$ cat config.mk
export PLATFORM = sky130hd
export DESIGN_NAME = chunk_stream_crc_validator
export DESIGN_NICKNAME = d
export VERILOG_FILES = /design/src/hw/rtl/cscv_pkg.sv /design/src/hw/rtl/cscv_core.sv /design/src/hw/rtl/cscv_outq.sv /design/src/hw/rtl/chunk_stream_crc_validator.sv
export SDC_FILE = /design/constraint.sdc
export NUM_CORES = 2
export LEC_CHECK = 0
export ABC_AREA = 1
export BUFFER_PORTS_ARGS = -buffer_cell sky130_fd_sc_hd__buf_2
export CORE_MARGIN = 1
export CORE_UTILIZATION = 35
export CTS_CLUSTER_SIZE = 14
export DETAILED_ROUTE_END_ITERATION = 10
export PLACE_DENSITY = 0.58
export SLEW_MARGIN = 20
export SYNTH_ARGS = -nofsm -noshare
export SYNTH_HDL_FRONTEND = slang
export SYNTH_HIERARCHICAL = 1
export SYNTH_SLANG_ARGS = --single-unit
$ cat constraint.sdc
create_clock -name clk -period 45.4 [get_ports clk]
set_clock_uncertainty 0.15 [all_clocks]
set_input_delay 9.08 -clock clk [delete_from_list [all_inputs] [get_ports clk]]
set_output_delay 9.08 -clock clk [all_outputs]
set_load 0.1 [all_outputs]
$ cat src/hw/rtl/cscv_pkg.sv
// ----------------------------------------------------------------------------
// cscv_pkg: shared types and constants
// Request payloads, event kinds, error codes and container layout constants
// for the chunked-stream CRC validator.
// ----------------------------------------------------------------------------
`default_nettype none

package cscv_pkg;

  // Container layout
  localparam int FILE_HEADER_BYTES  = 24;
  localparam int CHUNK_HEADER_BYTES = 24;
  localparam int MAGIC_BYTES        = 8;
  localparam int HDR_CRC_BYTES      = FILE_HEADER_BYTES - 4;
  localparam int POS_W              = $clog2(FILE_HEADER_BYTES);

  // CRC-32, reflected form
  localparam logic [31:0] CRC_POLY = 32'hedb8_8320;
  localparam logic [31:0] CRC_ONES = 32'hffff_ffff;

  // Configuration register indexes
  localparam logic CFG_MAGIC  = 1'b0;
  localparam logic CFG_FORMAT = 1'b1;

  // Event kinds
  localparam logic [2:0] EV_HEADER_OK = 3'd0;
  localparam logic [2:0] EV_PAYLOAD   = 3'd1;
  localparam logic [2:0] EV_CHUNK_OK  = 3'd2;
  localparam logic [2:0] EV_CLEAN_END = 3'd3;
  localparam logic [2:0] EV_ERROR     = 3'd4;

  // Error codes
  localparam logic [2:0] ERR_NONE         = 3'd0;
  localparam logic [2:0] ERR_HDR_SHORT    = 3'd1;
  localparam logic [2:0] ERR_BAD_MAGIC    = 3'd2;
  localparam logic [2:0] ERR_HDR_CRC      = 3'd3;
  localparam logic [2:0] ERR_VERSION      = 3'd4;
  localparam logic [2:0] ERR_CHUNK_SHORT  = 3'd5;
  localparam logic [2:0] ERR_PAYLOAD_SHORT = 3'd6;
  localparam logic [2:0] ERR_CHUNK_CRC    = 3'd7;

  typedef struct packed {
    logic [7:0] byte_value;
    logic       end_of_file;
  } in_t;

  typedef struct packed {
    logic [2:0]  event_kind;
    logic [2:0]  error_code;
    logic [31:0] block_tag;
    logic [31:0] block_rev;
    logic [63:0] body_length;
    logic [7:0]  payload_byte;
    logic [31:0] host_version;
    logic [31:0] header_flags;
    logic [31:0] computed_crc;
  } out_t;

  // Push controls from the parser to the output queue
  typedef struct packed {
    logic push_a;
    logic push_b;
  } push_t;

endpackage

`default_nettype wire

$ cat src/hw/rtl/cscv_core.sv
// ----------------------------------------------------------------------------
// cscv_core: container parser and CRC checker
// Consumes one request per cycle while acc is high, keeps the header bytes,
// runs CRC-32 and produces up to two results per request for the output queue.
// ----------------------------------------------------------------------------
`default_nettype none

module cscv_core (
  input  wire              clk,
  input  wire              rst_n,
  input  wire              acc,
  input  cscv_pkg::in_t    in_data,
  input  wire              cfg_we,
  input  wire              cfg_index,
  input  wire [63:0]       cfg_wdata,
  output cscv_pkg::push_t  push,
  output cscv_pkg::out_t   res_a,
  output cscv_pkg::out_t   res_b
);
  import cscv_pkg::*;

  typedef enum logic [2:0] {
    PH_FILE_HDR,
    PH_CHUNK_HDR,
    PH_PAYLOAD,
    PH_DONE,
    PH_HALTED
  } phase_t;

  // One byte of reflected CRC-32
  function automatic logic [31:0] crc_step(input logic [31:0] c, input logic [7:0] b);
    logic [31:0] x;
    x = c ^ {24'd0, b};
    for (int k = 0; k < 8; k++) begin
      x = x[0] ? (CRC_POLY ^ (x >> 1)) : (x >> 1);
    end
    return x;
  endfunction

  phase_t              phase_r, phase_nxt;
  logic [POS_W-1:0]    pos_r, pos_nxt;
  logic [31:0]         crc_r, crc_nxt;
  logic [63:0]         rem_r, rem_nxt;
  logic [63:0]         hsize_r, hsize_nxt;
  logic [31:0]         hcrc_r, hcrc_nxt;
  logic [63:0]         magic_r;
  logic [31:0]         format_r;
  logic [7:0]          store_r [FILE_HEADER_BYTES];
  logic [7:0]          view    [FILE_HEADER_BYTES];
  logic                store_we;

  logic [7:0]  b;
  logic        eof;
  logic [31:0] crc_b;
  logic [31:0] hdr_fin;
  logic [31:0] pay_fin;
  logic        last_hdr;
  logic        magic_bad;
  logic [31:0] w0, w4, w8, w12, w16, w20;
  logic [31:0] st_id, st_ver;
  logic [63:0] new_size;

  assign b     = in_data.byte_value;
  assign eof   = in_data.end_of_file;
  assign crc_b = crc_step(crc_r, b);

  // Header bytes as they stand once the incoming byte is in place
  always_comb begin
    for (int i = 0; i < FILE_HEADER_BYTES; i++) begin
      view[i] = ((POS_W'(i) == pos_r) && (phase_r != PH_PAYLOAD)) ? b : store_r[i];
    end
  end

  assign w0  = {view[3],  view[2],  view[1],  view[0]};
  assign w4  = {view[7],  view[6],  view[5],  view[4]};
  assign w8  = {view[11], view[10], view[9],  view[8]};
  assign w12 = {view[15], view[14], view[13], view[12]};
  assign w16 = {view[19], view[18], view[17], view[16]};
  assign w20 = {view[23], view[22], view[21], view[20]};
  assign st_id  = {store_r[3], store_r[2], store_r[1], store_r[0]};
  assign st_ver = {store_r[7], store_r[6], store_r[5], store_r[4]};
  assign new_size = {w12, w8};

  assign last_hdr = (pos_r == POS_W'(FILE_HEADER_BYTES - 1));
  assign hdr_fin  = crc_r ^ CRC_ONES;
  assign pay_fin  = crc_b ^ CRC_ONES;

  // Compare the magic bytes against the register
  always_comb begin
    magic_bad = 1'b0;
    for (int i = 0; i < MAGIC_BYTES; i++) begin
      if (view[i] != magic_r[8*i +: 8]) begin
        magic_bad = 1'b1;
      end
    end
  end

  // Parse one request
  always_comb begin
    phase_nxt = phase_r;
    pos_nxt   = pos_r;
    crc_nxt   = crc_r;
    rem_nxt   = rem_r;
    hsize_nxt = hsize_r;
    hcrc_nxt  = hcrc_r;
    store_we  = 1'b0;
    push      = '0;
    res_a     = '0;
    res_b     = '0;
    if (acc) begin
      unique case (phase_r)
        PH_FILE_HDR: begin
          if (eof) begin
            push.push_a      = 1'b1;
            res_a.event_kind = EV_ERROR;
            res_a.error_code = ERR_HDR_SHORT;
            phase_nxt        = PH_HALTED;
          end else begin
            store_we = 1'b1;
            if (pos_r < POS_W'(HDR_CRC_BYTES)) begin
              crc_nxt = crc_b;
            end
            pos_nxt = pos_r + POS_W'(1);
            if (last_hdr) begin
              pos_nxt      = '0;
              push.push_a  = 1'b1;
              phase_nxt    = PH_HALTED;
              res_a.event_kind = EV_ERROR;
              priority if (magic_bad) begin
                res_a.error_code = ERR_BAD_MAGIC;
              end else if (hdr_fin != w20) begin
                res_a.error_code   = ERR_HDR_CRC;
                res_a.computed_crc = hdr_fin;
              end else if (w8 != format_r) begin
                res_a.error_code   = ERR_VERSION;
                res_a.computed_crc = hdr_fin;
              end else begin
                res_a.event_kind   = EV_HEADER_OK;
                res_a.host_version = w12;
                res_a.header_flags = w16;
                res_a.computed_crc = hdr_fin;
                phase_nxt          = PH_CHUNK_HDR;
              end
            end
          end
        end
        PH_CHUNK_HDR: begin
          if (eof) begin
            push.push_a = 1'b1;
            if (pos_r != '0) begin
              res_a.event_kind = EV_ERROR;
              res_a.error_code = ERR_CHUNK_SHORT;
              phase_nxt        = PH_HALTED;
            end else begin
              res_a.event_kind = EV_CLEAN_END;
              phase_nxt        = PH_DONE;
            end
          end else begin
            store_we = 1'b1;
            pos_nxt  = pos_r + POS_W'(1);
            if (pos_r == POS_W'(CHUNK_HEADER_BYTES - 1)) begin
              pos_nxt   = '0;
              hsize_nxt = new_size;
              hcrc_nxt  = w16;
              rem_nxt   = new_size;
              crc_nxt   = CRC_ONES;
              if (new_size == '0) begin
                // Empty payload: judge at once, the final CRC is zero
                push.push_a = 1'b1;
                if (w16 != '0) begin
                  res_a.event_kind = EV_ERROR;
                  res_a.error_code = ERR_CHUNK_CRC;
                  phase_nxt        = PH_HALTED;
                end else begin
                  res_a.event_kind = EV_CHUNK_OK;
                  res_a.block_tag  = w0;
                  res_a.block_rev  = w4;
                end
              end else begin
                phase_nxt = PH_PAYLOAD;
              end
            end
          end
        end
        PH_PAYLOAD: begin
          push.push_a = 1'b1;
          if (eof) begin
            res_a.event_kind = EV_ERROR;
            res_a.error_code = ERR_PAYLOAD_SHORT;
            phase_nxt        = PH_HALTED;
          end else begin
            res_a.event_kind   = EV_PAYLOAD;
            res_a.payload_byte = b;
            crc_nxt            = crc_b;
            rem_nxt            = rem_r - 64'd1;
            if (rem_r == 64'd1) begin
              // Last byte: verdict follows the byte
              push.push_b        = 1'b1;
              res_b.computed_crc = pay_fin;
              if (pay_fin != hcrc_r) begin
                res_b.event_kind = EV_ERROR;
                res_b.error_code = ERR_CHUNK_CRC;
                phase_nxt        = PH_HALTED;
              end else begin
                res_b.event_kind  = EV_CHUNK_OK;
                res_b.block_tag   = st_id;
                res_b.block_rev   = st_ver;
                res_b.body_length = hsize_r;
                phase_nxt         = PH_CHUNK_HDR;
              end
            end
          end
        end
        PH_DONE, PH_HALTED: begin
          // drop everything until reset
        end
        default: begin
          phase_nxt = PH_HALTED;
        end
      endcase
    end
  end

  // Hold parser state
  always_ff @(posedge clk) begin
    if (!rst_n) begin
      phase_r  <= PH_FILE_HDR;
      pos_r    <= '0;
      crc_r    <= CRC_ONES;
      rem_r    <= '0;
      hsize_r  <= '0;
      hcrc_r   <= '0;
      magic_r  <= '0;
      format_r <= 32'd1;
    end else begin
      phase_r <= phase_nxt;
      pos_r   <= pos_nxt;
      crc_r   <= crc_nxt;
      rem_r   <= rem_nxt;
      hsize_r <= hsize_nxt;
      hcrc_r  <= hcrc_nxt;
      if (cfg_we) begin
        unique case (cfg_index)
          CFG_MAGIC:  magic_r  <= cfg_wdata;
          CFG_FORMAT: format_r <= cfg_wdata[31:0];
          default:    magic_r  <= magic_r;
        endcase
      end
    end
  end

  // Header byte store, no reset
  always_ff @(posedge clk) begin
    if (store_we) begin
      store_r[pos_r] <= b;
    end
  end

endmodule

`default_nettype wire

$ cat src/hw/rtl/cscv_outq.sv
// ----------------------------------------------------------------------------
// cscv_outq: result queue
// Small register queue taking up to two results per cycle and handing one per
// cycle to the output unless stalled; flags when two free slots are not there.
// ----------------------------------------------------------------------------
`default_nettype none

module cscv_outq #(
  parameter int DEPTH = 4
) (
  input  wire              clk,
  input  wire              rst_n,
  input  cscv_pkg::push_t  push,
  input  cscv_pkg::out_t   res_a,
  input  cscv_pkg::out_t   res_b,
  output logic             no_room,
  output logic             out_valid,
  input  wire              out_stall,
  output cscv_pkg::out_t   out_data
);
  import cscv_pkg::*;

  localparam int PW = (DEPTH > 1) ? $clog2(DEPTH) : 1;
  localparam int CW = $clog2(DEPTH + 1);

  function automatic logic [PW-1:0] inc(input logic [PW-1:0] p);
    return (p == PW'(DEPTH - 1)) ? '0 : p + PW'(1);
  endfunction

  out_t          q_r [DEPTH];
  logic [PW-1:0] wp_r, wp_nxt, wp_b;
  logic [PW-1:0] rp_r, rp_nxt;
  logic [CW-1:0] cnt_r, cnt_nxt;
  logic          pop;

  assign out_valid = (cnt_r != '0);
  assign out_data  = q_r[rp_r];
  assign pop       = out_valid && !out_stall;
  assign no_room   = (cnt_r > CW'(DEPTH - 2));
  assign wp_b      = inc(wp_r);

  // Advance pointers and count
  always_comb begin
    wp_nxt  = wp_r;
    rp_nxt  = pop ? inc(rp_r) : rp_r;
    cnt_nxt = cnt_r - (pop ? CW'(1) : CW'(0));
    if (push.push_a) begin
      wp_nxt  = wp_b;
      cnt_nxt = cnt_nxt + CW'(1);
    end
    if (push.push_b) begin
      wp_nxt  = inc(wp_b);
      cnt_nxt = cnt_nxt + CW'(1);
    end
  end

  always_ff @(posedge clk) begin
    if (!rst_n) begin
      wp_r  <= '0;
      rp_r  <= '0;
      cnt_r <= '0;
    end else begin
      wp_r  <= wp_nxt;
      rp_r  <= rp_nxt;
      cnt_r <= cnt_nxt;
    end
  end

  // Store results
  always_ff @(posedge clk) begin
    if (push.push_a) begin
      q_r[wp_r] <= res_a;
    end
    if (push.push_b) begin
      q_r[wp_b] <= res_b;
    end
  end

endmodule

`default_nettype wire

$ cat src/hw/rtl/chunk_stream_crc_validator.sv
// ----------------------------------------------------------------------------
// chunk_stream_crc_validator: chunked container validator with CRC-32
// Checks the file header and each chunk of a container taken one byte per
// request, passes payload bytes on and reports a verdict per chunk.
// ----------------------------------------------------------------------------
// Usage:
//   Input channel (in_valid / in_stall / in_data): one file byte per request,
//   then a request with end_of_file set. Output channel (out_valid /
//   out_stall / out_data): header verdict, payload bytes, chunk verdicts,
//   clean end or one error; after an error or clean end input is dropped.
//   cfg_we / cfg_index / cfg_wdata write magic_value (0) and
//   expected_format (1); write them only while the block is idle.
// Timing:
//   One request per cycle while in_stall is low. Each result is registered in
//   the result queue before it shows on out_valid. The last byte of a payload
//   gives two results (the byte, then the verdict), which leave one after the
//   other through the result queue of OUT_DEPTH entries. in_stall rises when
//   the queue has fewer than two free slots, so throughput is set by the
//   output side: one result per cycle while out_stall is low.
// Reset:
//   Synchronous, active low. Clears the parser, the queue and the registers
//   (magic 0, format 1). A stalled output holds its result until taken.
// ----------------------------------------------------------------------------
`default_nettype none

module chunk_stream_crc_validator #(
  parameter int OUT_DEPTH = 4
) (
  input  wire             clk,
  input  wire             rst_n,
  input  wire             in_valid,
  output logic            in_stall,
  input  cscv_pkg::in_t   in_data,
  output logic            out_valid,
  input  wire             out_stall,
  output cscv_pkg::out_t  out_data,
  input  wire             cfg_we,
  input  wire             cfg_index,
  input  wire [63:0]      cfg_wdata
);
  import cscv_pkg::*;

  logic  acc;
  logic  no_room;
  push_t push;
  out_t  res_a;
  out_t  res_b;

  assign in_stall = no_room;
  assign acc      = in_valid && !no_room;

  cscv_core u_core (
    .clk       (clk),
    .rst_n     (rst_n),
    .acc       (acc),
    .in_data   (in_data),
    .cfg_we    (cfg_we),
    .cfg_index (cfg_index),
    .cfg_wdata (cfg_wdata),
    .push      (push),
    .res_a     (res_a),
    .res_b     (res_b)
  );

  cscv_outq #(
    .DEPTH (OUT_DEPTH)
  ) u_outq (
    .clk       (clk),
    .rst_n     (rst_n),
    .push      (push),
    .res_a     (res_a),
    .res_b     (res_b),
    .no_room   (no_room),
    .out_valid (out_valid),
    .out_stall (out_stall),
    .out_data  (out_data)
  );

endmodule

`default_nettype wire

==> impl_metrics.env <==
export IMPL_min_path_cells=2
export IMPL_yosys_area_top_type="edfxtp_1"
export IMPL_initial_core_util=0.3534
export IMPL_relSlewSlack=0.1729
export IMPL_die_h_um=473.7
export IMPL_finalNetCount=9578
export IMPL_status="finished, final reports clean"
export IMPL_finalHoldViolCount=0
export IMPL_vias=67470
export IMPL_gp_congestion=0.9515
export IMPL_tightest_slew_ns=1.228
export IMPL_numCtsBuffers=160
export IMPL_ys_top_cells_by_count="nand2_1, o21ai_0, edfxtp_1"
export IMPL_synth_seq_cells=1449
export IMPL_wl_per_cell_um=22.64
export IMPL_drtAntennaViolNets=0
export IMPL_synth_seq_area_share=0.5195
export IMPL_fmax_ghz=0.06556
export IMPL_grt_ovfl_total=0
export IMPL_drt_total_wl_mm=284.9
export IMPL_ir_drop_uv=89.92
export IMPL_slew_viol_final=0
export IMPL_dp_hpwl_mm=187.4
export IMPL_finalNonFillerCells=12580
export IMPL_worstHoldEndpoint="u_core/magic_r[34]"
export IMPL_cts_setup_buffers=0
export IMPL_cap_violations=0
export IMPL_synth_edf_count=1144
export IMPL_grt_pass1_vias=61110
export IMPL_setup_viol=0
export IMPL_path_class="in2reg"
export IMPL_finalSetupTns_ns=0
export IMPL_r2r_cells=24
export IMPL_synth_most_common_cell="nand2_1"
export IMPL_synth_cell_type_count=59
export IMPL_coreArea_mm2=0.2204
export IMPL_ioPinCount=319
export IMPL_clk_pin_slew_ns=0.06
export IMPL_die_area_mm2=0.2244
export IMPL_htreeDepth=4
export IMPL_syn_inst=9496
export IMPL_drt_initial_drc_count=7776
export IMPL_vias_per_cell=5.362
export IMPL_root_buffer="clkbuf_16"
export IMPL_min_period_ns=15.25
export IMPL_min_from="u_core/magic_r[34]"
export IMPL_placedCellCount=12280
export IMPL_rsz0062_at_grt="false"
export IMPL_synth_top_area_frac=0.4411
export IMPL_dr_pass1_iters=6
export IMPL_crit_reg2reg_launch="u_core/phase_r[2]"
export IMPL_crit_required_ns=45.71
export IMPL_cts_sinks=1449
export IMPL_syn_area_mm2=0.07787
export IMPL_drt_drc_violations_left=0
export IMPL_power_density_mw_per_mm2=59.56
export IMPL_insertion_delay_ns=0.84
export IMPL_drive_above_1_share=0.09054
export IMPL_synth_area_leaders="edfxtp_1, nand2_1, o21ai_0"
export IMPL_area_growth_pct=10.31
export IMPL_yosysWarningCount=6
export IMPL_clock_path_buffers=3
export IMPL_crit_path_end_kind="register"
export IMPL_min_path_type="reg2reg"
export IMPL_grt_pass1_wl_mm=410.7
export IMPL_cts_tree="yes"
export IMPL_synth_main_ff_cell="edfxtp_1"
export IMPL_p_leak_nw=32.53
export IMPL_min_period_over_period=0.3360
export IMPL_track_usage=0.2457
export IMPL_r2r_setup_slack_ns=37.18
export IMPL_holdBufCountCts=0
export IMPL_async_flop_share=0
export IMPL_rows=172
export IMPL_antenna_found_initial=37
export IMPL_cp_arrival_ns=15.56
export IMPL_fp_dieW_um=473.7
export IMPL_cts_repair_resized=0
export IMPL_syn_area_per_cell_um2=8.201
export IMPL_crit_fanout=48
export IMPL_grt_max_degree=213
export IMPL_r2r_end="u_outq/q_r[0][109]"
export IMPL_numPortBuffers=318
export IMPL_cp_start_kind="primary input"
## layout by cell type (no fill, tap or decap), types with 23 or more instances in the layout
cell type / Yosys / routed
clkbuf_1: 294 / 49
buf_2: 167 / 317
nand2_1: 2372 / 2367
edfxtp_1: 1144 / 1144
clkbuf_16: 0 / 163
nand3_1: 310 / 310
xor2_1: 30 / 30
o21ai_0: 1628 / 1623
nor3_2: 95 / 108
nor3_1: 72 / 59
nand3b_1: 25 / 25
o22ai_1: 270 / 270
clkinv_2: 0 / 23
dfxtp_1: 305 / 303
buf_4: 191 / 102
o211ai_1: 70 / 70
a21oi_1: 233 / 233
o21ai_1: 141 / 145
nor2_1: 985 / 984
inv_1: 880 / 878
conb_1: 1 / 137
## state kept, by name, indices dropped and copies added (netlist names), named ones only
signal,cells
u_core/crc_r,32
u_core/format_r,32
u_core/hcrc_r,32
u_core/hsize_r,64
u_core/magic_r,64
u_core/phase_r,3
u_core/pos_r,5
u_core/rem_r,64
u_core/store_r,192
u_outq/cnt_r,3
u_outq/q_r,952
u_outq/rp_r,2
u_outq/wp_r,2
## report_power, final
| group | leakage [nW] | internal [mW] | switching, mW |
|---|---|---|---|
| clock | 2.61 | 0.761 | 0.576 |
| combinational | 16.8 | 0.354 | 1.81 |
| sequential | 13.1 | 1.54 | 0.0700 |
| total | 32.5 | 2.66 | 2.46 |
## final cells by class
class	instances	area [um2]
Timing Repair Buffer	427	2511
Multi-Input combinational cell	6546	30430
Antenna cell	5	12.51
Sequential cell	1449	40470
Inverter	898	3411
Fill cell	22280	134500
Tap cell	2958	3701
Clock inverter	67	819.5
Clock buffer	233	4552
## kinds of logic after synthesis
family | after synthesis | share of synthesized area
buffers and inverters | 1637 | 0.09864
other | 1 | 0.00004816
flip-flops | 1449 | 0.5195
adder cells (fa/ha/maj) | 17 | 0.002731
AND/OR/NAND/NOR | 3966 | 0.2120
AO/OA/AOI/OAI | 2384 | 0.1623
XOR/XNOR | 42 | 0.004724
## metal layers
layer	share of wire	global-route usage	wire length [um]	vias up
met1	0.42	0.3357	119500	32350
met2	0.46	0.3916	130500	3105
li1	-	-	-	31550
met4	0.037	0.09004	10650	16
met5	0.00034	0	98	-
met3	0.085	0.03749	24160	459
## how the worst max path moves through the flow
stage                     from                 end  slack [ns]
floorplan           in_data[5]    u_outq/q_r[3][0]       16.51
global placement    in_data[6]  u_outq/q_r[0][108]       29.39
detailed placement  in_data[6]   u_outq/q_r[0][74]       29.38
CTS                   register       out_data[151]       30.24
global route        in_data[6]   u_outq/q_r[0][78]       29.92
finish              in_data[6]  u_outq/q_r[0][109]       30.15
## stage by stage
| step | worst slack [ns] | utilization | area, um2 | hold WS, ns | power, mW |
|---|---|---|---|---|---|
| 3_3_place_gp | 29.39 | 0.3650 | 80440 | 0.3045 | 3.784 |
| 3_5_place_dp | 29.38 | 0.3653 | 80500 | 0.3122 | 3.797 |
| 4_1_cts | 30.24 | 0.3897 | 85870 | 0.3208 | 5.125 |
| 6_report | 30.15 | 0.3898 | 85900 | 0.3217 | 5.116 |
| 5_1_grt | 29.92 | 0.3898 | 85900 | 0.3357 | 5.289 |
| 2_1_floorplan | 16.51 | - | 78380 | 0.2941 | 3.281 |
## critical path, cell delays in order
cell and delay [ns]:
buf_2 0.34, clkinv_1 0.71, o21ai_0 0.38, nor3_1 0.36
nand2_1 0.09, nor2_1 0.10, nand2_1 0.19, nor2_4 0.22
nor2_1 0.08, nand2_1 0.07, nand3_1 0.08, a21oi_1 0.14
buf_4 0.25, nand2_1 0.12, nand2_4 0.41, buf_4 0.65
buf_4 0.68, buf_4 0.74, buf_4 0.61
(Power assumes the default switching activity.)
